### src/rtl/dfmt_pkg.sv
// Shared types and constants for the decimal field formatter.
// Used by dfmt_front, dfmt_queue, dfmt_back and decimal_field_formatter_top.
// No dependencies.
package dfmt_pkg;

  // Default and largest number of digit positions in a field.
  localparam int MAX_DIGITS_DEF = 10;

  // Fixed field widths of a request and of a display write.
  localparam int VALUE_W  = 32;
  localparam int BIT_CNT_W = 5;
  localparam int FIELD_W  = 4;
  localparam int COL_W    = 6;
  localparam int BYTE_W   = 8;
  localparam int S_DATA_W = 48;
  localparam int M_DATA_W = 8;

  // Job queue depth between the converter and the emitter.
  localparam int QUEUE_DEPTH = 2;

  // Register select codes of a display write.
  localparam logic RS_CMD  = 1'b0;
  localparam logic RS_DATA = 1'b1;

  // Display command base and character codes.
  localparam logic [7:0] CURSOR_BASE  = 8'h80;
  localparam logic [7:0] LINE1_OFFSET = 8'd64;
  localparam logic [7:0] CHAR_ZERO    = 8'h30;
  localparam logic [7:0] CHAR_SPACE   = 8'h20;
  localparam logic [7:0] CHAR_POINT   = 8'h2E;

  // Everything of a converted request except its BCD digits.
  typedef struct packed {
    logic                  big;     // value has digits beyond the field storage
    logic [FIELD_W-1:0]    width;   // saturated field width
    logic [FIELD_W-1:0]    places;  // digits after the point
    logic [BYTE_W-1:0]     cursor;  // cursor command byte
  } job_hdr_t;

  localparam int HDR_W = $bits(job_hdr_t);

  // Queue status seen by both sides.
  typedef struct packed {
    logic full;
    logic empty;
  } queue_stat_t;

endpackage

### src/rtl/dfmt_front.sv
// Request front end: accepts a request and converts its value to BCD
// with a shift-and-add-3 pass, one bit per cycle, then queues the job.
// Depends on dfmt_pkg.
module dfmt_front #(
  parameter int MAX_DIGITS = dfmt_pkg::MAX_DIGITS_DEF
) (
  input  logic                                clk,
  input  logic                                rst,
  input  logic                                s_tvalid,
  output logic                                s_tready,
  // value[31:0], width[35:32], places[39:36], line_sel[40], column[46:41]
  input  logic [dfmt_pkg::S_DATA_W-1:0]       s_tdata,
  output logic                                push,
  output logic [MAX_DIGITS-1:0][3:0]          push_digits,
  output dfmt_pkg::job_hdr_t                  push_hdr,
  input  dfmt_pkg::queue_stat_t               q_stat
);

  typedef enum logic [1:0] {
    F_IDLE,
    F_CONV,
    F_PUSH
  } front_state_t;

  localparam logic [dfmt_pkg::BIT_CNT_W-1:0] CNT_LAST =
    dfmt_pkg::BIT_CNT_W'(dfmt_pkg::VALUE_W - 1);
  localparam logic [dfmt_pkg::FIELD_W-1:0] WIDTH_MAX =
    dfmt_pkg::FIELD_W'(MAX_DIGITS);

  front_state_t                     state;
  logic [dfmt_pkg::BIT_CNT_W-1:0]   cnt;
  logic [dfmt_pkg::VALUE_W-1:0]     shreg;
  logic [MAX_DIGITS-1:0][3:0]       bcd;
  logic                             big;
  logic [dfmt_pkg::FIELD_W-1:0]     width_r;
  logic [dfmt_pkg::FIELD_W-1:0]     places_r;
  logic [dfmt_pkg::BYTE_W-1:0]      cursor_r;
  logic [MAX_DIGITS-1:0][3:0]       bcd_adj;
  logic [4*MAX_DIGITS:0]            bcd_shift;

  logic [dfmt_pkg::FIELD_W-1:0]     in_width;
  logic                             in_line;
  logic [dfmt_pkg::COL_W-1:0]       in_col;

  assign in_width = s_tdata[35:32];
  assign in_line  = s_tdata[40];
  assign in_col   = s_tdata[46:41];

  // Add 3 to every digit of 5 or more before the next shift.
  always_comb begin
    for (int j = 0; j < MAX_DIGITS; j++) begin
      bcd_adj[j] = (bcd[j] >= 4'd5) ? bcd[j] + 4'd3 : bcd[j];
    end
  end

  // Adjusted digits shifted up by one with the next value bit entering at the bottom.
  assign bcd_shift = {bcd_adj, shreg[dfmt_pkg::VALUE_W-1]};

  assign s_tready    = (state == F_IDLE);
  assign push        = (state == F_PUSH) && !q_stat.full;
  assign push_digits = bcd;
  assign push_hdr    = '{big: big, width: width_r, places: places_r, cursor: cursor_r};

  // Sequencer: capture, 32 conversion steps, then hand the job to the queue.
  always_ff @(posedge clk) begin
    if (rst) begin
      state <= F_IDLE;
    end else begin
      case (state)
        F_IDLE: begin
          if (s_tvalid) begin
            shreg    <= s_tdata[dfmt_pkg::VALUE_W-1:0];
            width_r  <= (in_width > WIDTH_MAX) ? WIDTH_MAX : in_width;
            places_r <= s_tdata[39:36];
            cursor_r <= dfmt_pkg::CURSOR_BASE
                        + (in_line ? dfmt_pkg::LINE1_OFFSET : 8'd0)
                        + {2'b00, in_col};
            bcd      <= '0;
            big      <= 1'b0;
            cnt      <= '0;
            state    <= F_CONV;
          end
        end
        F_CONV: begin
          bcd   <= bcd_shift[4*MAX_DIGITS-1:0];
          big   <= big | bcd_shift[4*MAX_DIGITS];
          shreg <= {shreg[dfmt_pkg::VALUE_W-2:0], 1'b0};
          cnt   <= cnt + 1'b1;
          if (cnt == CNT_LAST) begin
            state <= F_PUSH;
          end
        end
        F_PUSH: begin
          if (!q_stat.full) begin
            state <= F_IDLE;
          end
        end
        default: begin
          state <= F_IDLE;
        end
      endcase
    end
  end

endmodule

### src/rtl/dfmt_queue.sv
// Short job queue between the converter and the write emitter.
// Depends on dfmt_pkg for its depth and status type.
module dfmt_queue #(
  parameter int DATA_W = 57
) (
  input  logic                  clk,
  input  logic                  rst,
  input  logic                  push,
  input  logic [DATA_W-1:0]     push_data,
  input  logic                  pop,
  output logic [DATA_W-1:0]     pop_data,
  output dfmt_pkg::queue_stat_t stat
);

  localparam int DEPTH = dfmt_pkg::QUEUE_DEPTH;
  localparam int PTR_W = (DEPTH > 1) ? $clog2(DEPTH) : 1;
  localparam int CNT_W = $clog2(DEPTH + 1);
  localparam logic [PTR_W-1:0] PTR_LAST = PTR_W'(DEPTH - 1);
  localparam logic [CNT_W-1:0] CNT_FULL = CNT_W'(DEPTH);

  logic [DATA_W-1:0] mem [DEPTH];
  logic [PTR_W-1:0]  wr_ptr;
  logic [PTR_W-1:0]  rd_ptr;
  logic [CNT_W-1:0]  count;

  assign stat.full  = (count == CNT_FULL);
  assign stat.empty = (count == '0);
  assign pop_data   = mem[rd_ptr];

  // Entry storage.
  always_ff @(posedge clk) begin
    if (push) begin
      mem[wr_ptr] <= push_data;
    end
  end

  // Pointers and fill count.
  always_ff @(posedge clk) begin
    if (rst) begin
      wr_ptr <= '0;
      rd_ptr <= '0;
      count  <= '0;
    end else begin
      if (push) begin
        wr_ptr <= (wr_ptr == PTR_LAST) ? '0 : wr_ptr + 1'b1;
      end
      if (pop) begin
        rd_ptr <= (rd_ptr == PTR_LAST) ? '0 : rd_ptr + 1'b1;
      end
      if (push && !pop) begin
        count <= count + 1'b1;
      end else if (pop && !push) begin
        count <= count - 1'b1;
      end
    end
  end

endmodule

### src/rtl/dfmt_back.sv
// Write emitter: takes converted jobs from the queue and sends the cursor
// command, the point and the blanked digits through an output register.
// Depends on dfmt_pkg.
module dfmt_back #(
  parameter int MAX_DIGITS = dfmt_pkg::MAX_DIGITS_DEF
) (
  input  logic                           clk,
  input  logic                           rst,
  input  dfmt_pkg::queue_stat_t          q_stat,
  output logic                           pop,
  input  logic [MAX_DIGITS-1:0][3:0]     pop_digits,
  input  dfmt_pkg::job_hdr_t             pop_hdr,
  output logic                           m_tvalid,
  input  logic                           m_tready,
  // byte_out[7:0]
  output logic [dfmt_pkg::M_DATA_W-1:0]  m_tdata,
  // reg_select[0]
  output logic                           m_tuser,
  output logic                           m_tlast
);

  typedef enum logic [1:0] {
    B_IDLE,
    B_CURSOR,
    B_DIGITS
  } back_state_t;

  localparam int DIG_W = (MAX_DIGITS > 1) ? $clog2(MAX_DIGITS) : 1;

  back_state_t                   state;
  logic [MAX_DIGITS-1:0][3:0]    digits_r;
  dfmt_pkg::job_hdr_t            hdr_r;
  logic [dfmt_pkg::FIELD_W-1:0]  k;
  logic                          dot_done;

  logic                          adv;
  logic [MAX_DIGITS-1:0]         dnz;
  logic [MAX_DIGITS-1:0]         nz_above;
  logic [DIG_W-1:0]              kidx;
  logic [3:0]                    dsel;
  logic                          show;
  logic                          dot_here;
  logic [dfmt_pkg::BYTE_W-1:0]   ch;

  assign pop = (state == B_IDLE) && !q_stat.empty;
  assign adv = !m_tvalid || m_tready;

  // A digit position shows its digit when any digit at or above it is nonzero or the value is big.
  always_comb begin
    for (int j = 0; j < MAX_DIGITS; j++) begin
      dnz[j] = |digits_r[j];
    end
    for (int j = 0; j < MAX_DIGITS; j++) begin
      nz_above[j] = hdr_r.big | (|(dnz >> j));
    end
  end

  // Character for the digit position k places from the right.
  assign kidx     = k[DIG_W-1:0];
  assign dsel     = digits_r[kidx];
  assign show     = nz_above[kidx] || (k <= hdr_r.places);
  assign ch       = show ? dfmt_pkg::CHAR_ZERO + {4'b0000, dsel} : dfmt_pkg::CHAR_SPACE;
  assign dot_here = (hdr_r.places != '0) && (k == hdr_r.places - 4'd1) && !dot_done;

  // Sequencer and output register.
  always_ff @(posedge clk) begin
    if (rst) begin
      state    <= B_IDLE;
      m_tvalid <= 1'b0;
    end else begin
      case (state)
        B_IDLE: begin
          // The output register empties once its write is taken.
          if (adv) begin
            m_tvalid <= 1'b0;
          end
          if (pop) begin
            digits_r <= pop_digits;
            hdr_r    <= pop_hdr;
            state    <= B_CURSOR;
          end
        end
        B_CURSOR: begin
          if (adv) begin
            m_tvalid <= 1'b1;
            m_tuser  <= dfmt_pkg::RS_CMD;
            m_tdata  <= hdr_r.cursor;
            m_tlast  <= (hdr_r.width == '0);
            dot_done <= 1'b0;
            k        <= hdr_r.width - 4'd1;
            state    <= (hdr_r.width == '0) ? B_IDLE : B_DIGITS;
          end
        end
        B_DIGITS: begin
          if (adv) begin
            m_tvalid <= 1'b1;
            m_tuser  <= dfmt_pkg::RS_DATA;
            if (dot_here) begin
              m_tdata  <= dfmt_pkg::CHAR_POINT;
              m_tlast  <= 1'b0;
              dot_done <= 1'b1;
            end else begin
              m_tdata  <= ch;
              m_tlast  <= (k == '0);
              dot_done <= 1'b0;
              if (k == '0) begin
                state <= B_IDLE;
              end else begin
                k <= k - 4'd1;
              end
            end
          end
        end
        default: begin
          if (adv) begin
            m_tvalid <= 1'b0;
          end
          state <= B_IDLE;
        end
      endcase
    end
  end

endmodule

### src/rtl/decimal_field_formatter_top.sv
// Decimal field formatter: a request is converted bit by bit and then queued;
// the emitter then sends its writes one per cycle while the receiver is ready,
// up to 12 writes in all. The bit-serial BCD converter sets the throughput:
// it takes a new request once the last one is queued, with emission of one
// job overlapping conversion of the next through a two-entry queue.
// Synchronous active-high reset empties the queue and idles both sides.
module decimal_field_formatter_top #(
  parameter int MAX_DIGITS = dfmt_pkg::MAX_DIGITS_DEF
) (
  input  logic                           clk,
  input  logic                           rst,
  input  logic                           s_tvalid,
  output logic                           s_tready,
  // value[31:0], width[35:32], places[39:36], line_sel[40], column[46:41]
  input  logic [dfmt_pkg::S_DATA_W-1:0]  s_tdata,
  output logic                           m_tvalid,
  input  logic                           m_tready,
  // byte_out[7:0]
  output logic [dfmt_pkg::M_DATA_W-1:0]  m_tdata,
  // reg_select[0]
  output logic                           m_tuser,
  output logic                           m_tlast
);

  localparam int JOB_W = 4 * MAX_DIGITS + dfmt_pkg::HDR_W;

  logic                        push;
  logic [MAX_DIGITS-1:0][3:0]  push_digits;
  dfmt_pkg::job_hdr_t          push_hdr;
  logic                        pop;
  logic [MAX_DIGITS-1:0][3:0]  pop_digits;
  dfmt_pkg::job_hdr_t          pop_hdr;
  logic [JOB_W-1:0]            pop_data;
  dfmt_pkg::queue_stat_t       q_stat;
  logic                        expect_cmd;

  dfmt_front #(.MAX_DIGITS(MAX_DIGITS)) u_front (
    .clk         (clk),
    .rst         (rst),
    .s_tvalid    (s_tvalid),
    .s_tready    (s_tready),
    .s_tdata     (s_tdata),
    .push        (push),
    .push_digits (push_digits),
    .push_hdr    (push_hdr),
    .q_stat      (q_stat)
  );

  dfmt_queue #(.DATA_W(JOB_W)) u_queue (
    .clk       (clk),
    .rst       (rst),
    .push      (push),
    .push_data ({push_digits, push_hdr}),
    .pop       (pop),
    .pop_data  (pop_data),
    .stat      (q_stat)
  );

  assign pop_digits = pop_data[JOB_W-1:dfmt_pkg::HDR_W];
  assign pop_hdr    = pop_data[dfmt_pkg::HDR_W-1:0];

  dfmt_back #(.MAX_DIGITS(MAX_DIGITS)) u_back (
    .clk        (clk),
    .rst        (rst),
    .q_stat     (q_stat),
    .pop        (pop),
    .pop_digits (pop_digits),
    .pop_hdr    (pop_hdr),
    .m_tvalid   (m_tvalid),
    .m_tready   (m_tready),
    .m_tdata    (m_tdata),
    .m_tuser    (m_tuser),
    .m_tlast    (m_tlast)
  );

  // Tracks whether the next write must open a new request with a cursor command.
  always_ff @(posedge clk) begin
    if (rst) begin
      expect_cmd <= 1'b1;
    end else if (m_tvalid && m_tready) begin
      expect_cmd <= m_tlast;
    end
  end

  // A cursor command appears exactly at the start of each request's writes.
  a_cmd_framing: assert property (@(posedge clk) disable iff (rst)
    m_tvalid |-> ((m_tuser == dfmt_pkg::RS_CMD) == expect_cmd))
    else $error("cursor command out of place in the write stream");

  // The converter never pushes into a full queue.
  a_no_overflow: assert property (@(posedge clk) disable iff (rst)
    !(push && q_stat.full))
    else $error("job queue overflow");

  // The front end goes busy right after taking a request.
  a_busy_after_accept: assert property (@(posedge clk) disable iff (rst)
    (s_tvalid && s_tready) |=> !s_tready)
    else $error("front end ready during conversion");

endmodule

### config.mk
export PLATFORM = sky130hd
export DESIGN_NAME = decimal_field_formatter_top
export DESIGN_NICKNAME = d
export VERILOG_FILES = /design/src/rtl/dfmt_pkg.sv /design/src/rtl/dfmt_front.sv /design/src/rtl/dfmt_queue.sv /design/src/rtl/dfmt_back.sv /design/src/rtl/decimal_field_formatter_top.sv
export SDC_FILE = /design/constraint.sdc
export NUM_CORES = 1
export LEC_CHECK = 0
export BUFFER_PORTS_ARGS = -buffer_cell sky130_fd_sc_hd__buf_2
export CAP_MARGIN = 20
export CORE_ASPECT_RATIO = 0.5
export CORE_MARGIN = 5
export CORE_UTILIZATION = 30
export DETAILED_ROUTE_END_ITERATION = 10
export PLACE_DENSITY = 0.53
export SYNTH_ARGS = -nofsm -noshare
export SYNTH_HDL_FRONTEND = slang
export SYNTH_SLANG_ARGS = --single-unit
export TNS_END_PERCENT = 5
### constraint.sdc
create_clock -name clk -period 6.8 [get_ports clk]
set_input_delay 0 -clock clk [delete_from_list [all_inputs] [get_ports clk]]
set_output_delay 0 -clock clk [all_outputs]
set_load 0.01 [all_outputs]
Word level (Yosys, flattened, before mapping)

Memory sizes are Yosys's and may differ from the RTL's. A register that Yosys moved wholly into a read port is not among the register bits.
Cells that the tools add are included.

Add/sub/neg operators: 21
Order comparisons: 13
Equality and inequality tests: 16
Mux-type cells: 61
Bitwise logic cells: 12
Reduce and logical (&&, ||, !) cells: 41

Operators with widths:

| operator              | count |
|---|---|
| $pmux W40 S2          | 1 |
| $pmux W32 S2          | 1 |
| $mux W4               | 15 |
| $add A4 B2 Y4 const B | 10 |
| $ge A4 B3 Y1 const B  | 10 |
| $mux W40              | 1 |
| $reduce_or A40 Y1     | 1 |
| $reduce_or A36 Y1     | 1 |
| $mux W32              | 1 |
| $mux W8               | 4 |
| $reduce_or A32 Y1     | 1 |
| $reduce_or A28 Y1     | 1 |
| $reduce_or A24 Y1     | 1 |
| $mux W2               | 11 |
| $reduce_or A20 Y1     | 1 |
| $bmux W4 S4           | 1 |
| $pmux W8 S2           | 1 |
| $reduce_or A16 Y1     | 1 |
| $mux W1               | 14 |
| $pmux W2 S3           | 2 |
| $reduce_and A3 Y1     | 4 |
| $reduce_or A12 Y1     | 1 |
| $sub A4 B1 Y4 const B | 3 |
| $or A1 B1 Y1          | 11 |
| other kinds (36)      | 66 |

Flip-flop bits (word level): 118
RAM bits: 114
Input port bits: 52
Output and inout bits: 12
Logic and storage cells: 192
Memories kept: 1

Memories:

| memory      | depth | width | rd ports | clocked after Yosys merged registers in | write ports | line             | RTL |
|---|---|---|---|---|---|---|---|
| u_queue.mem | 2     | 57    | 1        | 1                                       | 1           | dfmt_queue.sv:21 | `logic [DATA_W-1:0] mem [DEPTH];` |

Depth between registers and ports, before layout

Word-level depth: 9
Depth in mapped cells: 9
Depth with buffers taken out: 7

Modules after synthesis

A second synthesis with hierarchy kept.

Cells, all modules: 838
Area total of the unflattened synthesis: 12319.3 sq um

By module, submodules not included:

| module     | times used | cells an instance | area an instance (sq um) | seq. area each (sq um) |
|---|---|---|---|---|
| dfmt_front | 1          | 427               | 4629.4                   | 2832.7 |
| dfmt_queue | 1          | 199               | 4324.1                   | 3523.4 |
| dfmt_back  | 1          | 212               | 3365.7                   | 2222.1 |

Least setup slack after synthesis

No wires, ideal clock.

Kind: reg-to-reg
Start: register u_front.state[0]
End: register u_front.big, enable pin
Library setup time: 0.531 ns
Data arrival time: 4.483 ns
Required time: 6.269 ns
Slack: 1.786 ns
Stages on the path, launching flop included: 5
Buffers on the path: 2
Period minus slack after synthesis: 5.014 ns
Cells stage by stage: dfxtp_1 > clkbuf_1 > nand2b_1 > clkbuf_1 > o21bai_1

Word-level cells in the longest chain between the ends: 3
Elaborated cells between the ends (all ways): 5
Classes of those cells: eq/ne: 2; reduce/logical: 3

Ends and longest elaborated chain:

| what                                                                       | line             | RTL |
|---|---|---|
| start: declaration                                                         | dfmt_front.sv:30 | `front_state_t state;` |
| start signal: assignment                                                   | dfmt_front.sv:67 | `state <= F_IDLE;` |
| start signal: assignment                                                   | dfmt_front.sv:81 | `state <= F_CONV;` |
| start signal: assignment                                                   | dfmt_front.sv:90 | `state <= F_PUSH;` |
| $eq A2 B1 Y1 / $logic_not A2 Y1 (equally long branches)                    | dfmt_front.sv:69 | `case (state)` |
| $reduce_bool A2 Y1 (no source line) / $ne A2 B2 Y1 (equally long branches) | n/a              |  |
| $reduce_and A3 Y1 (no source line) (*)                                     | n/a              |  |
| end signal: assignment                                                     | dfmt_front.sv:86 | `big <= big \| bcd_shift[4*MAX_DIGITS];` |
| end: declaration                                                           | dfmt_front.sv:34 | `logic big;` |

Mark *: on every way between the ends. The rest lies on a longest branch, timed or not.
A chain may end at the register's enable or synchronous reset.

Worst setup path after layout

Start: register u_back.k[0] in the netlist's numbering
End: register u_back.m_tdata[0] in the netlist's numbering, data pin

Word-level cells in the longest chain between the ends: 7
Elaborated cells between the ends (all ways): 14
Classes of those cells: add/sub: 1; order compare: 1; eq/ne: 1; mux: 8; reduce/logical: 3

Ends and longest elaborated chain:

| what                                                            | line                             | RTL |
|---|---|---|
| start: declaration                                              | dfmt_back.sv:33                  | `logic [dfmt_pkg::FIELD_W-1:0] k;` |
| start signal: assignment                                        | dfmt_back.sv:90                  | `k <= hdr_r.width - 4'd1;` |
| start signal: assignment                                        | dfmt_back.sv:109                 | `k <= k - 4'd1;` |
| $bmux W4 S4 / $bmux W1 S4 (equally long branches)               | dfmt_back.sv:60, dfmt_back.sv:61 |  |
| $mux W4 (not written as such) / $mux W1 (equally long branches) | dfmt_back.sv:60, dfmt_back.sv:61 |  |
| $add A6 B4 Y7 / $logic_or A1 B1 Y1 (equally long branches)      | dfmt_back.sv:62, dfmt_back.sv:61 |  |
| $mux W8                                                         | dfmt_back.sv:62                  | `assign ch = show ? dfmt_pkg::CHAR_ZERO + {4'b0000, dsel} : dfmt_pkg::CHAR_SPACE;` |
| $mux W8 (*)                                                     | dfmt_back.sv:98                  | `if (dot_here) begin` |
| $mux W8 (*)                                                     | dfmt_back.sv:95                  | `if (adv) begin` |
| $pmux W8 S2 (*)                                                 | dfmt_back.sv:71                  | `case (state)` |
| end signal: assignment                                          | dfmt_back.sv:87                  | `m_tdata <= hdr_r.cursor;` |
| end signal: assignment                                          | dfmt_back.sv:99                  | `m_tdata <= dfmt_pkg::CHAR_POINT;` |
| end signal: assignment                                          | dfmt_back.sv:103                 | `m_tdata <= ch;` |
| end: declaration                                                | dfmt_back.sv:16                  | `output logic [dfmt_pkg::M_DATA_W-1:0] m_tdata,` |

Mark *: on every way between the ends. The rest lies on a longest branch, timed or not. The select of a mux whose other input is x is not followed.

==> results.yml <==
status:
  status: "complete, no violations"
clocking:
  hold_buffers: 54
  post_cts_buffers: 0
  root_buffer: "clkbuf_16"
  clockBufferDepth: 3
  cts_tree: "yes"
  clkSinkCount: 285
  cts_made_buffers: 27
  clk_pin_slew_worst_paths_ps: 70
  h-tree-depth: 1
  clock_latency_ps: 560
  post_cts_resized: 0
sta:
  tightest_slew_ps: 1000
  finalMaxSlewViolations: 0
  setup_viol: 0
  whs_ps: 156
  hold_viol: 0
  fmax_mhz: 368
  grt_setup_unrepaired: "false"
  finalSetupTns_ps: 0
  fin_crit_ps: 2720
  period_share_pct: 40.0
  relSlewSlack_pct: 33.3
  skew_ps: 20.5
synthesis:
  synth_top_family_by_area: "simple AND/OR/NAND/NOR gates"
  yosys_warnings: 0
  muxShareOfSynthArea_pct: 7.48
  syn_nets: 905
  ys_seq_elements: 285
  synth_cells: 820
  synthXorXnorAreaFrac_pct: 2.28
  synth_cell_types: 49
  yosysSeqAreaShare_pct: 71.1
  synthSimpleGateAreaFrac_pct: 9.50
  synth_adder_area_share_pct: 3.47
  synth-main-ff-cell: "edfxtp_1"
  synth_edf_count: 276
  synthArstFlopShare_pct: 0
  synth_compound_area_share_pct: 4.23
  syn_area_per_cell_um2: 14.5
  synth_area_mm2: 0.0119
critical_path:
  reg2reg_from: "u_back.k[0]"
  start_kind: "register"
  required_ps: 7070
  crit_type: "reg2reg"
  worstPathMaxFanout: 20
  end_kind: "register"
  reg2reg_to: "u_back.m_tdata[0]"
  critPathLaunch: "u_back.k[0]"
  arrival_ps: 2990
  r2r_slack_ps: 4080
  reg2reg_depth: 6
final_layout:
  fin_cells: 1496
  antenna_cells: 0
  layout_common_cells: "edfxtp_1 (276), nand2_1 (118), buf_2 (62), nor2_1 (61), mux2_2 (56)"
  multi_input_area_mm2: 0.00325
  seq_area_mm2: 0.00847
  mostFrequentLayoutCell: "edfxtp_1"
  fin_area_mm2: 0.0143
  area_growth_pct: 20.3
  drive_gt1_share_pct: 19.4
  fillCellCount: 3717
  fin_nets: 1031
floorplan:
  rows: 51
  initial_utilization_pct: 30.5
  die-area_mm2: 0.0440
  die_h_um: 151
  ios: 64
  core-area_mm2: 0.0391
  die_x_um: 292
routing:
  drt_iter0_drc: 323
  ant_nets: 0
  drtPass1Iterations: 4
  vias_per_cell: 4.46
  routed_wl_mm: 22.0
  vias: 6674
  routedWlPerCell_um: 14.7
  drc: 0
min_path:
  min-delay-start: "s_tdata[46]"
  hold_depth: 2
  min_to: "u_front.cursor_r[5]"
  min_path_type: "in2reg"
grt:
  grt_pass1_vias: 6925
  track_usage_pct: 9.98
  grt_max_degree: 77
  grt_pass1_wl_mm: 36.0
  grt.overflow.total: 0
  antenna_found_initial: 0
pwr:
  cellPowerDensity_mw_per_mm2: 318
  leakagePower_nw: 5.05
  ir_worst_vdd_v: 0.000216
placement:
  place_area_mm2: 0.0129
  place_inst: 1393
  dpl.hpwl_mm: 13.6
  place_congestion: 0.754
  port_buffers: 62
run:
  maxCapViolations: 0
==> cell usage after synthesis, types with 3 or more instances <==
| master | n | area, um2 |
|---|---|---|
| a211oi_1 | 3 | 22.5 |
| a21o_1 | 4 | 30.0 |
| a21oi_1 | 38 | 190 |
| a41oi_1 | 3 | 26.3 |
| and2_1 | 7 | 43.8 |
| buf_1 | 3 | 11.3 |
| buf_2 | 3 | 15.0 |
| clkbuf_1 | 22 | 82.6 |
| dfxtp_1 | 9 | 180 |
| edfxtp_1 | 276 | 8290 |
| ha_1 | 33 | 413 |
| inv_1 | 33 | 124 |
| mux2_2 | 56 | 631 |
| mux2i_1 | 8 | 80.1 |
| mux4_2 | 8 | 180 |
| nand2_1 | 118 | 443 |
| nand2b_1 | 13 | 81.3 |
| nand3_1 | 10 | 50.1 |
| nor2_1 | 62 | 233 |
| nor2b_1 | 7 | 43.8 |
| nor3_1 | 12 | 60.1 |
| nor3b_1 | 3 | 22.5 |
| nor4_1 | 7 | 43.8 |
| o21ai_0 | 21 | 105 |
| or4_1 | 3 | 22.5 |
| xnor2_1 | 15 | 131 |
| xor2_1 | 16 | 140 |
==> cell type report <==
cell class / count / share of cell area, %
inverters: 33 / 0.864
multi-input cells: 474 / 22.7
flip-flops and latches: 285 / 59.1
well taps: 530 / 4.63
clock buffers: 33 / 4.87
clock inverters: 16 / 1.44
repair buffers: 125 / 6.41
==> critical path, cell delays in order, from the launching register on <==
cell and delay, ps:
edfxtp_1 980, inv_1 110, ha_1 350, nor3_1 340, o211ai_1 320, nand3_1 220, o21ai_0 110
==> stage by stage <==
stage	utilization [%]	total power, W	setup slack (ps)
2_1_floorplan	-	0.00282	1790
3_3_place_gp	33.0	0.00302	4140
3_5_place_dp	33.0	0.00304	4070
4_1_cts	36.7	0.00464	4060
5_1_grt	36.7	0.00480	3820
6_report	36.7	0.00456	4080
==> cell families after synthesis <==
logic type	Yosys count
and+or+nand+nor	254
AOI/OAI and AO/OA	84
xor gates and xnor gates	31
muxes	72
buffers and inverters	61
adders and majority gates	33
DFF	285
==> registers in the layout, summed over array words and instances, names as in the netlist, 2 cells and up <==
signal,flops
u_back.state,2
u_front.push_digits,40
u_queue.mem,112
u_back.digits_r,40
u_front.cnt,5
u_queue.count,2
u_back.hdr_r,16
u_front.cursor_r,7
u_front.places_r,4
u_back.m_tdata,8
u_back.k,4
u_front.state,2
u_front.width_r,4
u_front.shreg,32
==> how the worst max path moves through the flow <==
stage / endpoint / slack, ps
4_1_cts: u_back.m_tdata[0] / 4060
6_report: u_back.m_tdata[0] / 4080
3_3_place_gp: u_back.m_tdata[0] / 4140
2_1_floorplan: u_front.big / 1790
3_5_place_dp: u_back.m_tdata[0] / 4070
5_1_grt: u_back.m_tdata[0] / 3820
==> report_power, final <==
group          total (W)  internal (W)  switching [W]
clock            0.00155      0.000890       0.000656
combinational   0.000748      0.000338       0.000410
sequential       0.00227       0.00216       0.000110
total            0.00456       0.00339        0.00118
==> routing by layer <==
| metal | track usage, % | vias up | routed length [um] |
|---|---|---|---|
| met5 | 0 | - | 0 |
| met4 | 2.91 | 0 | 547 |
| met3 | 1.82 | 40 | 669 |
| met2 | 17.2 | 76 | 10500 |
| met1 | 13.1 | 3297 | 10300 |
| li1 | - | 3261 | - |
(Power assumes the default switching activity.)
